===== src/bfnb_pkg.sv =====
// ---------------------------------------------------------------------------
// Bitmap find-next-bit package
// Field widths, opcodes, default sizes and the types shared between the
// sequencer and the word scan unit.
// ---------------------------------------------------------------------------
package bfnb_pkg;

    // Default bitmap geometry
    localparam int BFNB_WORDS     = 16;
    localparam int BFNB_WORD_BITS = 64;

    // Payload field widths
    localparam int OPCODE_W = 2;
    localparam int WIDX_W   = 4;
    localparam int DATA_W   = 64;
    localparam int START_W  = 10;
    localparam int INDEX_W  = 10;
    localparam int COUNT_W  = 11;

    // Reset value of the bit count register
    localparam logic [COUNT_W-1:0] COUNT_RESET = 11'd1024;

    // Opcodes
    localparam logic [OPCODE_W-1:0] OP_WRITE      = 2'd0;
    localparam logic [OPCODE_W-1:0] OP_FIND_SET   = 2'd1;
    localparam logic [OPCODE_W-1:0] OP_FIND_CLEAR = 2'd2;
    localparam logic [OPCODE_W-1:0] OP_NONE       = 2'd3;

    // Scan unit works on a word padded to this many bits
    localparam int PAD_BITS = 64;
    localparam int OFF_W    = 6;

    // Control handed to the scan unit for one word
    typedef struct packed {
        logic want_clear;
        logic first;
    } scan_ctl_t;

    // Scan unit answer: hit flag and bit offset inside the word
    typedef struct packed {
        logic             hit;
        logic [OFF_W-1:0] offset;
    } scan_res_t;

endpackage


===== src/bfnb_in_if.sv =====
// ---------------------------------------------------------------------------
// Bitmap find-next-bit request channel
// Valid/ready channel carrying one request word: opcode, word index,
// word data and search start bit.
// ---------------------------------------------------------------------------
interface bfnb_in_if;
    import bfnb_pkg::*;

    logic                valid;
    logic                ready;
    logic [OPCODE_W-1:0] opcode;
    logic [WIDX_W-1:0]   word_index;
    logic [DATA_W-1:0]   word_data;
    logic [START_W-1:0]  start_bit;

    modport source (
        output valid,
        output opcode,
        output word_index,
        output word_data,
        output start_bit,
        input  ready
    );

    modport sink (
        input  valid,
        input  opcode,
        input  word_index,
        input  word_data,
        input  start_bit,
        output ready
    );
endinterface


===== src/bfnb_out_if.sv =====
// ---------------------------------------------------------------------------
// Bitmap find-next-bit result channel
// Valid/ready channel carrying one result word: found flag and bit index.
// ---------------------------------------------------------------------------
interface bfnb_out_if;
    import bfnb_pkg::*;

    logic               valid;
    logic               ready;
    logic               found;
    logic [INDEX_W-1:0] bit_index;

    modport source (
        output valid,
        output found,
        output bit_index,
        input  ready
    );

    modport sink (
        input  valid,
        input  found,
        input  bit_index,
        output ready
    );
endinterface


===== src/bfnb_mem.sv =====
// ---------------------------------------------------------------------------
// Bitmap word store
// One write port and one registered read port. After reset a clearing pass
// zeroes every word, one word per cycle, while busy is high.
// ---------------------------------------------------------------------------
module bfnb_mem #(
    parameter int WORDS     = bfnb_pkg::BFNB_WORDS,
    parameter int WORD_BITS = bfnb_pkg::BFNB_WORD_BITS,
    parameter int AW        = (WORDS > 1) ? $clog2(WORDS) : 1
) (
    input  logic                 clk,
    input  logic                 rst_n,
    input  logic                 wr_en,
    input  logic [AW-1:0]        wr_addr,
    input  logic [WORD_BITS-1:0] wr_data,
    input  logic [AW-1:0]        rd_addr,
    output logic [WORD_BITS-1:0] rd_data,
    output logic                 busy
);
    import bfnb_pkg::*;

    localparam int CNT_W = $clog2(WORDS + 1);

    logic [WORD_BITS-1:0] mem [WORDS];
    logic [WORD_BITS-1:0] rd_data_reg;
    logic [CNT_W-1:0]     clr_cnt_reg;
    logic [CNT_W-1:0]     clr_cnt_next;
    logic                 clr_active_reg;
    logic                 clr_active_next;
    logic [AW-1:0]        clr_addr;

    assign clr_addr = clr_cnt_reg[AW-1:0];

    // Advance the clearing pass until the last word is zeroed
    always_comb
    begin
        clr_cnt_next    = clr_cnt_reg;
        clr_active_next = clr_active_reg;
        if (clr_active_reg)
        begin
            if (clr_cnt_reg == CNT_W'(WORDS - 1))
            begin
                clr_active_next = 1'b0;
            end
            else
            begin
                clr_cnt_next = clr_cnt_reg + CNT_W'(1);
            end
        end
    end

    always_ff @(posedge clk or negedge rst_n)
    begin
        if (!rst_n)
        begin
            clr_cnt_reg    <= '0;
            clr_active_reg <= 1'b1;
        end
        else
        begin
            clr_cnt_reg    <= clr_cnt_next;
            clr_active_reg <= clr_active_next;
        end
    end

    // Write port: clearing pass first, then item writes
    always_ff @(posedge clk)
    begin
        if (clr_active_reg)
        begin
            mem[clr_addr] <= '0;
        end
        else if (wr_en)
        begin
            mem[wr_addr] <= wr_data;
        end
    end

    // Registered read port
    always_ff @(posedge clk)
    begin
        rd_data_reg <= mem[rd_addr];
    end

    assign rd_data = rd_data_reg;
    assign busy    = clr_active_reg;

endmodule


===== src/bfnb_scan.sv =====
// ---------------------------------------------------------------------------
// Bitmap word scan unit
// Masks one stored word to the live window [start, count) and returns the
// lowest matching bit, for set or clear search.
// ---------------------------------------------------------------------------
module bfnb_scan #(
    parameter int WORD_BITS = bfnb_pkg::BFNB_WORD_BITS,
    parameter int POS_W     = 11
) (
    input  logic [WORD_BITS-1:0]  data,
    input  logic [POS_W-1:0]      base,
    input  logic [POS_W-1:0]      start,
    input  logic [POS_W-1:0]      count,
    input  bfnb_pkg::scan_ctl_t   ctl,
    output bfnb_pkg::scan_res_t   res
);
    import bfnb_pkg::*;

    logic [POS_W-1:0]     span;
    logic [POS_W-1:0]     lo;
    logic                 span_full;
    logic [WORD_BITS-1:0] top_mask;
    logic [WORD_BITS-1:0] bot_mask;
    logic [WORD_BITS-1:0] cand;

    // Binary search for the lowest set bit, one halving per step
    function automatic scan_res_t lowest_set(input logic [PAD_BITS-1:0] v);
        logic [PAD_BITS-1:0] x;
        scan_res_t           r;
        x        = v;
        r.hit    = |v;
        r.offset = '0;
        for (int k = OFF_W - 1; k >= 0; k--)
        begin
            if ((x & ((PAD_BITS'(1) << (1 << k)) - PAD_BITS'(1))) == '0)
            begin
                r.offset[k] = 1'b1;
                x           = x >> (1 << k);
            end
        end
        return r;
    endfunction

    // Window limits relative to this word
    assign span      = count - base;
    assign span_full = (32'(span) >= 32'(WORD_BITS));
    assign lo        = ctl.first ? (start - base) : '0;

    // Build the window masks bit by bit
    always_comb
    begin
        for (int j = 0; j < WORD_BITS; j++)
        begin
            top_mask[j] = span_full || (32'(j) < 32'(span));
            bot_mask[j] = (32'(j) >= 32'(lo));
        end
    end

    // Invert for clear search, drop bits outside the window
    assign cand = (data ^ {WORD_BITS{ctl.want_clear}}) & top_mask & bot_mask;
    assign res  = lowest_set(PAD_BITS'(cand));

endmodule


===== src/bitmap_find_next_bit_core.sv =====
// ---------------------------------------------------------------------------
// Bitmap find-next-bit core
// Keeps a bitmap of WORDS words of WORD_BITS bits and answers find-next-set
// and find-next-clear queries from a start bit, below a configured count.
// ---------------------------------------------------------------------------
// Usage:
//   in_ch  : request words (opcode, word_index, word_data, start_bit),
//            valid/ready, taken when both are high.
//   out_ch : one result word per request (found, bit_index), valid/ready.
//   cfg_we / cfg_wdata : write of the bit count register, only while idle.
// Timing:
//   A write, unused opcode, or search that starts at or past the count
//   presents its result the cycle after acceptance.
//   A search first forms the start word, then reads it from the registered
//   read port; the shared scan unit then looks at one stored word per
//   cycle (1..WORDS words) until a hit, and a search that finds nothing
//   ends on a further scan step that sees the base past the count. One
//   request is in flight at a time.
// Reset:
//   The bit count returns to 1024 and a clearing pass zeroes the store
//   with in_ch.ready held low meanwhile.
// Stall:
//   A held result stays in the output register; a new request is taken
//   only once that register is free or being emptied in the same cycle.
// ---------------------------------------------------------------------------
module bitmap_find_next_bit_core #(
    parameter int WORDS     = bfnb_pkg::BFNB_WORDS,
    parameter int WORD_BITS = bfnb_pkg::BFNB_WORD_BITS
) (
    input  logic                          clk,
    input  logic                          rst_n,
    input  logic                          cfg_we,
    input  logic [bfnb_pkg::COUNT_W-1:0]  cfg_wdata,
    bfnb_in_if.sink                       in_ch,
    bfnb_out_if.source                    out_ch
);
    import bfnb_pkg::*;

    localparam int AW         = (WORDS > 1) ? $clog2(WORDS) : 1;
    localparam int TOTAL_BITS = WORDS * WORD_BITS;
    localparam int POS_W      = $clog2(TOTAL_BITS + 1);
    // Start word by ceiling reciprocal; exact for 10-bit starts and
    // word widths up to 64
    localparam int DIV_SHIFT  = 16;
    localparam int RECIP      = ((1 << DIV_SHIFT) + WORD_BITS - 1) / WORD_BITS;
    localparam int PROD_W     = START_W + DIV_SHIFT + 1;

    localparam logic [1:0] S_IDLE = 2'd0;
    localparam logic [1:0] S_BASE = 2'd1;
    localparam logic [1:0] S_SCAN = 2'd2;
    localparam logic [1:0] S_DONE = 2'd3;

    logic [1:0]           state_reg, state_next;
    logic [COUNT_W-1:0]   count_reg;
    logic [PROD_W-1:0]    prod_reg, prod_next;
    logic [AW-1:0]        word_reg, word_next;
    logic [POS_W-1:0]     base_reg, base_next;
    logic [POS_W-1:0]     start_reg, start_next;
    logic                 clear_reg, clear_next;
    logic                 first_reg, first_next;
    logic                 res_found_reg, res_found_next;
    logic [POS_W-1:0]     res_pos_reg, res_pos_next;
    logic                 out_valid_reg, out_valid_next;
    logic                 out_found_reg;
    logic [INDEX_W-1:0]   out_index_reg;

    logic                 in_fire;
    logic                 out_free;
    logic                 out_load;
    logic                 out_load_found;
    logic [POS_W-1:0]     out_load_pos;
    logic                 mem_busy;
    logic                 mem_wr_en;
    logic [AW-1:0]        mem_rd_addr;
    logic [WORD_BITS-1:0] mem_rd_data;
    logic [POS_W-1:0]     eff_count;
    logic                 is_search;
    logic                 start_live;
    logic [AW-1:0]        word_calc;
    scan_ctl_t            scan_ctl;
    scan_res_t            scan_res;

    // Clamp the count to the size of the store
    assign eff_count = (32'(count_reg) > TOTAL_BITS) ? POS_W'(TOTAL_BITS)
                                                     : POS_W'(count_reg);

    // Handshake
    assign out_free    = !out_valid_reg || out_ch.ready;
    assign in_ch.ready = (state_reg == S_IDLE) && !mem_busy && out_free;
    assign in_fire     = in_ch.valid && in_ch.ready;

    assign is_search  = (in_ch.opcode == OP_FIND_SET) || (in_ch.opcode == OP_FIND_CLEAR);
    assign start_live = (32'(in_ch.start_bit) < 32'(eff_count));
    assign mem_wr_en  = in_fire && (in_ch.opcode == OP_WRITE)
                        && (32'(in_ch.word_index) < WORDS);
    assign word_calc  = prod_reg[DIV_SHIFT +: AW];

    // Read the start word first, then the word after the one under test
    assign mem_rd_addr = (state_reg == S_BASE) ? word_calc : (word_reg + AW'(1));

    // Configuration register
    always_ff @(posedge clk or negedge rst_n)
    begin
        if (!rst_n)
        begin
            count_reg <= COUNT_RESET;
        end
        else if (cfg_we)
        begin
            count_reg <= cfg_wdata;
        end
    end

    // Sequencer
    always_comb
    begin
        state_next     = state_reg;
        prod_next      = prod_reg;
        word_next      = word_reg;
        base_next      = base_reg;
        start_next     = start_reg;
        clear_next     = clear_reg;
        first_next     = first_reg;
        res_found_next = res_found_reg;
        res_pos_next   = res_pos_reg;
        out_load       = 1'b0;
        out_load_found = 1'b0;
        out_load_pos   = '0;
        case (state_reg)
            S_IDLE:
            begin
                if (in_fire)
                begin
                    if (is_search && start_live)
                    begin
                        prod_next  = PROD_W'(in_ch.start_bit) * PROD_W'(RECIP);
                        start_next = POS_W'(in_ch.start_bit);
                        clear_next = (in_ch.opcode == OP_FIND_CLEAR);
                        state_next = S_BASE;
                    end
                    else
                    begin
                        // Writes, unused opcode and dead searches answer at once
                        out_load = 1'b1;
                    end
                end
            end
            S_BASE:
            begin
                word_next  = word_calc;
                base_next  = POS_W'(word_calc) * POS_W'(WORD_BITS);
                first_next = 1'b1;
                state_next = S_SCAN;
            end
            S_SCAN:
            begin
                if (base_reg >= eff_count)
                begin
                    res_found_next = 1'b0;
                    res_pos_next   = '0;
                    state_next     = S_DONE;
                end
                else if (scan_res.hit)
                begin
                    res_found_next = 1'b1;
                    res_pos_next   = base_reg + POS_W'(scan_res.offset);
                    state_next     = S_DONE;
                end
                else
                begin
                    word_next  = word_reg + AW'(1);
                    base_next  = base_reg + POS_W'(WORD_BITS);
                    first_next = 1'b0;
                end
            end
            S_DONE:
            begin
                if (out_free)
                begin
                    out_load       = 1'b1;
                    out_load_found = res_found_reg;
                    out_load_pos   = res_pos_reg;
                    state_next     = S_IDLE;
                end
            end
            default:
            begin
                state_next = S_IDLE;
            end
        endcase
    end

    always_ff @(posedge clk or negedge rst_n)
    begin
        if (!rst_n)
        begin
            state_reg <= S_IDLE;
        end
        else
        begin
            state_reg <= state_next;
        end
    end

    // Datapath registers of the sequencer
    always_ff @(posedge clk)
    begin
        prod_reg      <= prod_next;
        word_reg      <= word_next;
        base_reg      <= base_next;
        start_reg     <= start_next;
        clear_reg     <= clear_next;
        first_reg     <= first_next;
        res_found_reg <= res_found_next;
        res_pos_reg   <= res_pos_next;
    end

    // Output register: hold until taken
    assign out_valid_next = out_load ? 1'b1 : (out_ch.ready ? 1'b0 : out_valid_reg);

    always_ff @(posedge clk or negedge rst_n)
    begin
        if (!rst_n)
        begin
            out_valid_reg <= 1'b0;
        end
        else
        begin
            out_valid_reg <= out_valid_next;
        end
    end

    always_ff @(posedge clk)
    begin
        if (out_load)
        begin
            out_found_reg <= out_load_found;
            out_index_reg <= INDEX_W'(out_load_pos);
        end
    end

    assign out_ch.valid     = out_valid_reg;
    assign out_ch.found     = out_found_reg;
    assign out_ch.bit_index = out_index_reg;

    // Word store
    bfnb_mem #(
        .WORDS     (WORDS),
        .WORD_BITS (WORD_BITS),
        .AW        (AW)
    ) u_mem (
        .clk     (clk),
        .rst_n   (rst_n),
        .wr_en   (mem_wr_en),
        .wr_addr (AW'(in_ch.word_index)),
        .wr_data (in_ch.word_data[WORD_BITS-1:0]),
        .rd_addr (mem_rd_addr),
        .rd_data (mem_rd_data),
        .busy    (mem_busy)
    );

    // Shared word scan unit
    assign scan_ctl.want_clear = clear_reg;
    assign scan_ctl.first      = first_reg;

    bfnb_scan #(
        .WORD_BITS (WORD_BITS),
        .POS_W     (POS_W)
    ) u_scan (
        .data  (mem_rd_data),
        .base  (base_reg),
        .start (start_reg),
        .count (eff_count),
        .ctl   (scan_ctl),
        .res   (scan_res)
    );

    // No request is taken during the clearing pass
    a_no_accept_clearing: assert property (@(posedge clk) disable iff (!rst_n)
        mem_busy |-> !in_ch.ready)
        else $error("request accepted during clearing pass");

    // No request is taken while a search is in progress
    a_no_accept_busy: assert property (@(posedge clk) disable iff (!rst_n)
        (state_reg != S_IDLE) |-> !in_ch.ready)
        else $error("request accepted while searching");

    // A live hit ends the scan with a found result
    a_hit_ends_scan: assert property (@(posedge clk) disable iff (!rst_n)
        (state_reg == S_SCAN && base_reg < eff_count && scan_res.hit)
        |=> (state_reg == S_DONE && res_found_reg))
        else $error("scan hit not recorded");

    // A found position lies inside the search window
    a_found_in_window: assert property (@(posedge clk) disable iff (!rst_n)
        (state_reg == S_DONE && res_found_reg)
        |-> (res_pos_reg >= start_reg && res_pos_reg < eff_count))
        else $error("found bit outside search window");

endmodule


===== src/flat_wrapper.sv =====
// flat-port wrapper written by rule: the top's interface ports become plain ports
module bitmap_find_next_bit_core_flat import bfnb_pkg::*;
#(
    parameter int WORDS     = bfnb_pkg::BFNB_WORDS,
    parameter int WORD_BITS = bfnb_pkg::BFNB_WORD_BITS
)
  (clk, rst_n, cfg_we, cfg_wdata, in_ch_valid, in_ch_opcode, in_ch_word_index, in_ch_word_data, in_ch_start_bit, in_ch_ready, out_ch_valid, out_ch_found, out_ch_bit_index, out_ch_ready);
  bfnb_in_if in_ch_i ();
  bfnb_out_if out_ch_i ();
  input  logic clk;
  input  logic rst_n;
  input  logic cfg_we;
  input  logic [bfnb_pkg::COUNT_W-1:0] cfg_wdata;
  input wire logic [$bits(in_ch_i.valid)-1:0] in_ch_valid;
  input wire logic [$bits(in_ch_i.opcode)-1:0] in_ch_opcode;
  input wire logic [$bits(in_ch_i.word_index)-1:0] in_ch_word_index;
  input wire logic [$bits(in_ch_i.word_data)-1:0] in_ch_word_data;
  input wire logic [$bits(in_ch_i.start_bit)-1:0] in_ch_start_bit;
  output wire logic [$bits(in_ch_i.ready)-1:0] in_ch_ready;
  output wire logic [$bits(out_ch_i.valid)-1:0] out_ch_valid;
  output wire logic [$bits(out_ch_i.found)-1:0] out_ch_found;
  output wire logic [$bits(out_ch_i.bit_index)-1:0] out_ch_bit_index;
  input wire logic [$bits(out_ch_i.ready)-1:0] out_ch_ready;
  assign in_ch_i.valid = in_ch_valid;
  assign in_ch_i.opcode = in_ch_opcode;
  assign in_ch_i.word_index = in_ch_word_index;
  assign in_ch_i.word_data = in_ch_word_data;
  assign in_ch_i.start_bit = in_ch_start_bit;
  assign in_ch_ready = in_ch_i.ready;
  assign out_ch_valid = out_ch_i.valid;
  assign out_ch_found = out_ch_i.found;
  assign out_ch_bit_index = out_ch_i.bit_index;
  assign out_ch_i.ready = out_ch_ready;
  bitmap_find_next_bit_core #(.WORDS(WORDS), .WORD_BITS(WORD_BITS)) u_core (.clk(clk), .rst_n(rst_n), .cfg_we(cfg_we), .cfg_wdata(cfg_wdata), .in_ch(in_ch_i), .out_ch(out_ch_i));
endmodule

===== config.mk =====
export PLATFORM = sky130hd
export DESIGN_NAME = bitmap_find_next_bit_core_flat
export DESIGN_NICKNAME = d
export VERILOG_FILES = /design/src/bfnb_pkg.sv /design/src/bfnb_in_if.sv /design/src/bfnb_out_if.sv /design/src/bfnb_mem.sv /design/src/bfnb_scan.sv /design/src/bitmap_find_next_bit_core.sv /design/src/flat_wrapper.sv
export SDC_FILE = /design/constraint.sdc
export NUM_CORES = 2
export LEC_CHECK = 0
export BUFFER_PORTS_ARGS = -buffer_cell sky130_fd_sc_hd__buf_2
export CELL_PAD_IN_SITES_DETAIL_PLACEMENT = 1
export CELL_PAD_IN_SITES_GLOBAL_PLACEMENT = 1
export CORE_ASPECT_RATIO = 1.2
export CORE_MARGIN = 3
export CORE_UTILIZATION = 45
export DETAILED_ROUTE_END_ITERATION = 10
export PLACE_DENSITY_LB_ADDON = 0.1
export SKIP_CTS_REPAIR_TIMING = 1
export SKIP_LAST_GASP = 1
export SLEW_MARGIN = 0
export SYNTH_ARGS = -nofsm -noshare
export SYNTH_HDL_FRONTEND = slang
export SYNTH_SLANG_ARGS = --single-unit

===== constraint.sdc =====
create_clock -name clk -period 9.13 [get_ports clk]
set_input_delay 0.913 -clock clk [delete_from_list [all_inputs] [get_ports clk]]
set_output_delay 0.913 -clock clk [all_outputs]
set_load 0.03 [all_outputs]

==> results.toml <==
[power]
ir_drop_mv = 0.406
leakage_nw = 19.7
power_density_mw_per_mm2 = 311

[synth]
synthCells = 2614
yosysWarnings = 0
synth_top_area_cell = "edfxtp_1"
synth-compound-area-share_pct = 5.88
synth-adder-area-share_pct = 0.766
synth_common_cells = "edfxtp_1, mux4_2, a21oi_1, clkbuf_1, nor2_1"
synth_seq_cells = 1151
synth_edf_count = 1067
yosysSeqAreaShare_pct = 71.4
syn-cell-area_mm2 = 0.0474
syn-num-nets = 2739
synth.top_cell.area_share_pct = 67.6
synth-simple-area-share_pct = 5.11
yosys_most_used_dff = "edfxtp_1"
yosysUniqueCellTypes = 95
synth_top_family_by_area = "multiplexers"
yosysMostFrequentCell = "edfxtp_1"
async_flop_share_pct = 1.74
muxShareOfSynthArea_pct = 13.9
synth_xor_area_share_pct = 1.33
yosys-top-cells-area = "edfxtp_1, mux4_2, dfxtp_1"
avgSynthCellArea_um2 = 18.1

[critical_path]
endpoint = "u_core.word_reg[3]"
timing.rr.end = "u_core.word_reg[3]"
worstRegToRegCells = 15
ff2ff_setup_slack_ns = 2.88
r2r_start = "u_core.count_reg[10]"
path_max_fanout = 30
worst_path_most_repeated_cell = "nor2_1"
slowest_delay_ns = 0.88
crit_path_end_kind = "flip-flop"
critPathLaunchType = "flip-flop"
crit_chain = "nand2b_1 > inv_1 > ha_1 > and4_1 > nand2_1 > o221ai_1 > o2111ai_1 > o31ai_1 > nand4_1 > buf_4 > nor2_1 > nand4_1 > nor2_1 > nor2_1 > nor2b_1"
critical_path_required_ns = 9.48
critical-path-slowest-cell = "dfstp_2"
crit_arrival_ns = 6.60
critPathKind = "reg2reg"
cp-startpoint = "u_core.count_reg[10]"

[clock_tree]
cts_inserted_buffers = 114
cts_root_buf = "clkbuf_16"
path_clk_slew_ns = 0.06
clkSinkCount = 1151
clkLatencyLatePin_ns = 0.74
cts_buffer_depth = 3
htreeDepth = 3
cts_tree = "done"

[cells_and_area]
drive_above_1_share_pct = 23.3
num-nets-final = 2871
ff_latch_area_mm2 = 0.0338
fin_cells = 4216
final_util_pct = 51.6
largest_reg_flops = 1024
multi_input_area_mm2 = 0.0130
nFillCells = 9408
area_delta_synth_final_pct = 13.0

[timing]
clock_skew_ns = 0.0232
finalHoldViolations = 0
fin_ws_ns = 2.88
whs_ns = 0.168
slew_headroom_pct = 22.4
rsz0062_at_grt = "no"
min_period_over_period_pct = 68.4
fin_crit_ns = 6.25
timing.fmax_ghz = 0.160
slew_violations = 0
finalSetupTns_ns = 0
tightest_slew_ns = 1.16
finalSetupViolCount = 0

[detailed_routing]
drt-initial-drc-count = 2007
vias_per_cell = 5.99
wirelength_um = 133000
ant_nets = 0
wire_per_inst_um = 31.6
drt_first_pass_iters = 5
drc_errors = 0
num_vias = 25300

[die]
core_area_mm2 = 0.104
rows = 129
dieArea_mm2 = 0.109
die_w_um = 302
dieHeight_um = 361
ios = 109
start_util_pct = 45.6

[placed_design]
gp_congestion = 0.979
hpwl_um = 80800
post-place-ws_ns = 2.91
dpl.cell_count = 4005
portBuffers = 108

[grt]
grt_pass1_vias = 27300
globalRoute.totalOverflow = 0
grt_usage_pct = 24.7
grt_max_degree = 117
grt_pass1_wl_um = 194000
antenna_found_initial = 3

[worst_hold_path]
hp-class = "in2async"

[flow_run]
maxCapViolCount = 0

[status]
status = "finished clean"
## worst min path at each step
stage / from / to / slack, ns / cells past startpoint
floorplan: u_core.count_reg[6] / u_core.count_reg[6] / 0.48 / 1
global placement: u_core.u_mem.clr_cnt_reg[4] / u_core.u_mem.clr_cnt_reg[4] / 0.50 / 2
detailed placement: u_core.count_reg[7] / u_core.count_reg[7] / 0.51 / 1
CTS: rst_n / u_core.u_mem.clr_cnt_reg[0] / 0.13 / 1
global route: rst_n / u_core.state_reg[1] / 0.17 / 1
finish: rst_n / u_core.count_reg[0] / 0.17 / 1
## logic make-up (layout without fill, tap and decap cells)
logic type | count (synthesis) | in the layout
adder cells (fa/ha/maj) | 29 | 29
buffers and inverters | 189 | 415
multiplexers | 338 | 338
XOR/XNOR | 72 | 72
AND/OR/NAND/NOR | 435 | 435
AO/OA/AOI/OAI | 400 | 400
flip-flops | 1151 | 1151
other | 0 | 1
## through the flow
step	power, W	area (um^2)
2_1_floorplan	0.0102	47400
3_3_place_gp	0.0121	49800
3_5_place_dp	0.0121	49800
4_1_cts	0.0168	53500
5_1_grt	0.0174	53500
6_report	0.0166	53500
## layout make-up
type / instances / area share (%)
flip-flops and latches: 1151 / 63.2
diodes: 1 / 0.00468
multi-input cells: 1274 / 24.3
well taps: 1375 / 3.21
clock buffers: 135 / 5.59
inverters: 34 / 0.238
repair buffers: 171 / 2.10
clock inverters: 75 / 1.39
## routing by layer
metal  up-vias  track usage, %  part of all wire, %  wire length [um]
met4         2            8.42                  3.3              4350
met1     13600            33.7                   43             57500
met2       560            41.1                   50             66300
met3       175            3.44                  3.7              4930
li1      10900               -                    -                 -
met5         -               0                0.015                20
## worst max-delay path: cells and delay by family, from the launching register on
kind	cells	cell delay, ns
adders and majority gates	1	0.29
AOI/OAI and AO/OA	3	1.14
buffers and inverters	2	0.31
and+or+nand+nor	9	3.22
DFF	1	0.88
## power breakdown
| group | total (W) | switching, W | internal (W) | leakage (nW) |
|---|---|---|---|---|
| Clock | 0.00468 | 0.00202 | 0.00266 | 1.83 |
| Combinational | 0.00578 | 0.00367 | 0.00211 | 5.18 |
| Sequential | 0.00618 | 0.000152 | 0.00603 | 12.7 |
| Total | 0.0166 | 0.00583 | 0.0108 | 19.7 |
## placed cells by master (no fill, tap or decap), drive strengths merged, types with 8 or more instances in the layout
master / n
and2: 75
nor2: 84
nand3: 20
o21ai: 53
o31ai: 11
nor3b: 8
nand2b: 16
nand2: 62
buf: 171
a21oi: 118
xnor2: 37
xor2: 35
bufinv: 11
clkinv: 55
nor3: 28
mux2: 12
ha: 29
inv: 38
o21a: 11
o2111ai: 10
o211ai: 13
nor2b: 71
edfxtp: 1067
dfxtp: 64
dfrtp: 18
mux2i: 70
nand4: 10
a31oi: 20
and3: 19
mux4: 256
clkbuf: 135
a211oi: 75
a2111oi: 9
o221ai: 12
Power figures use the tool's default switching activity.
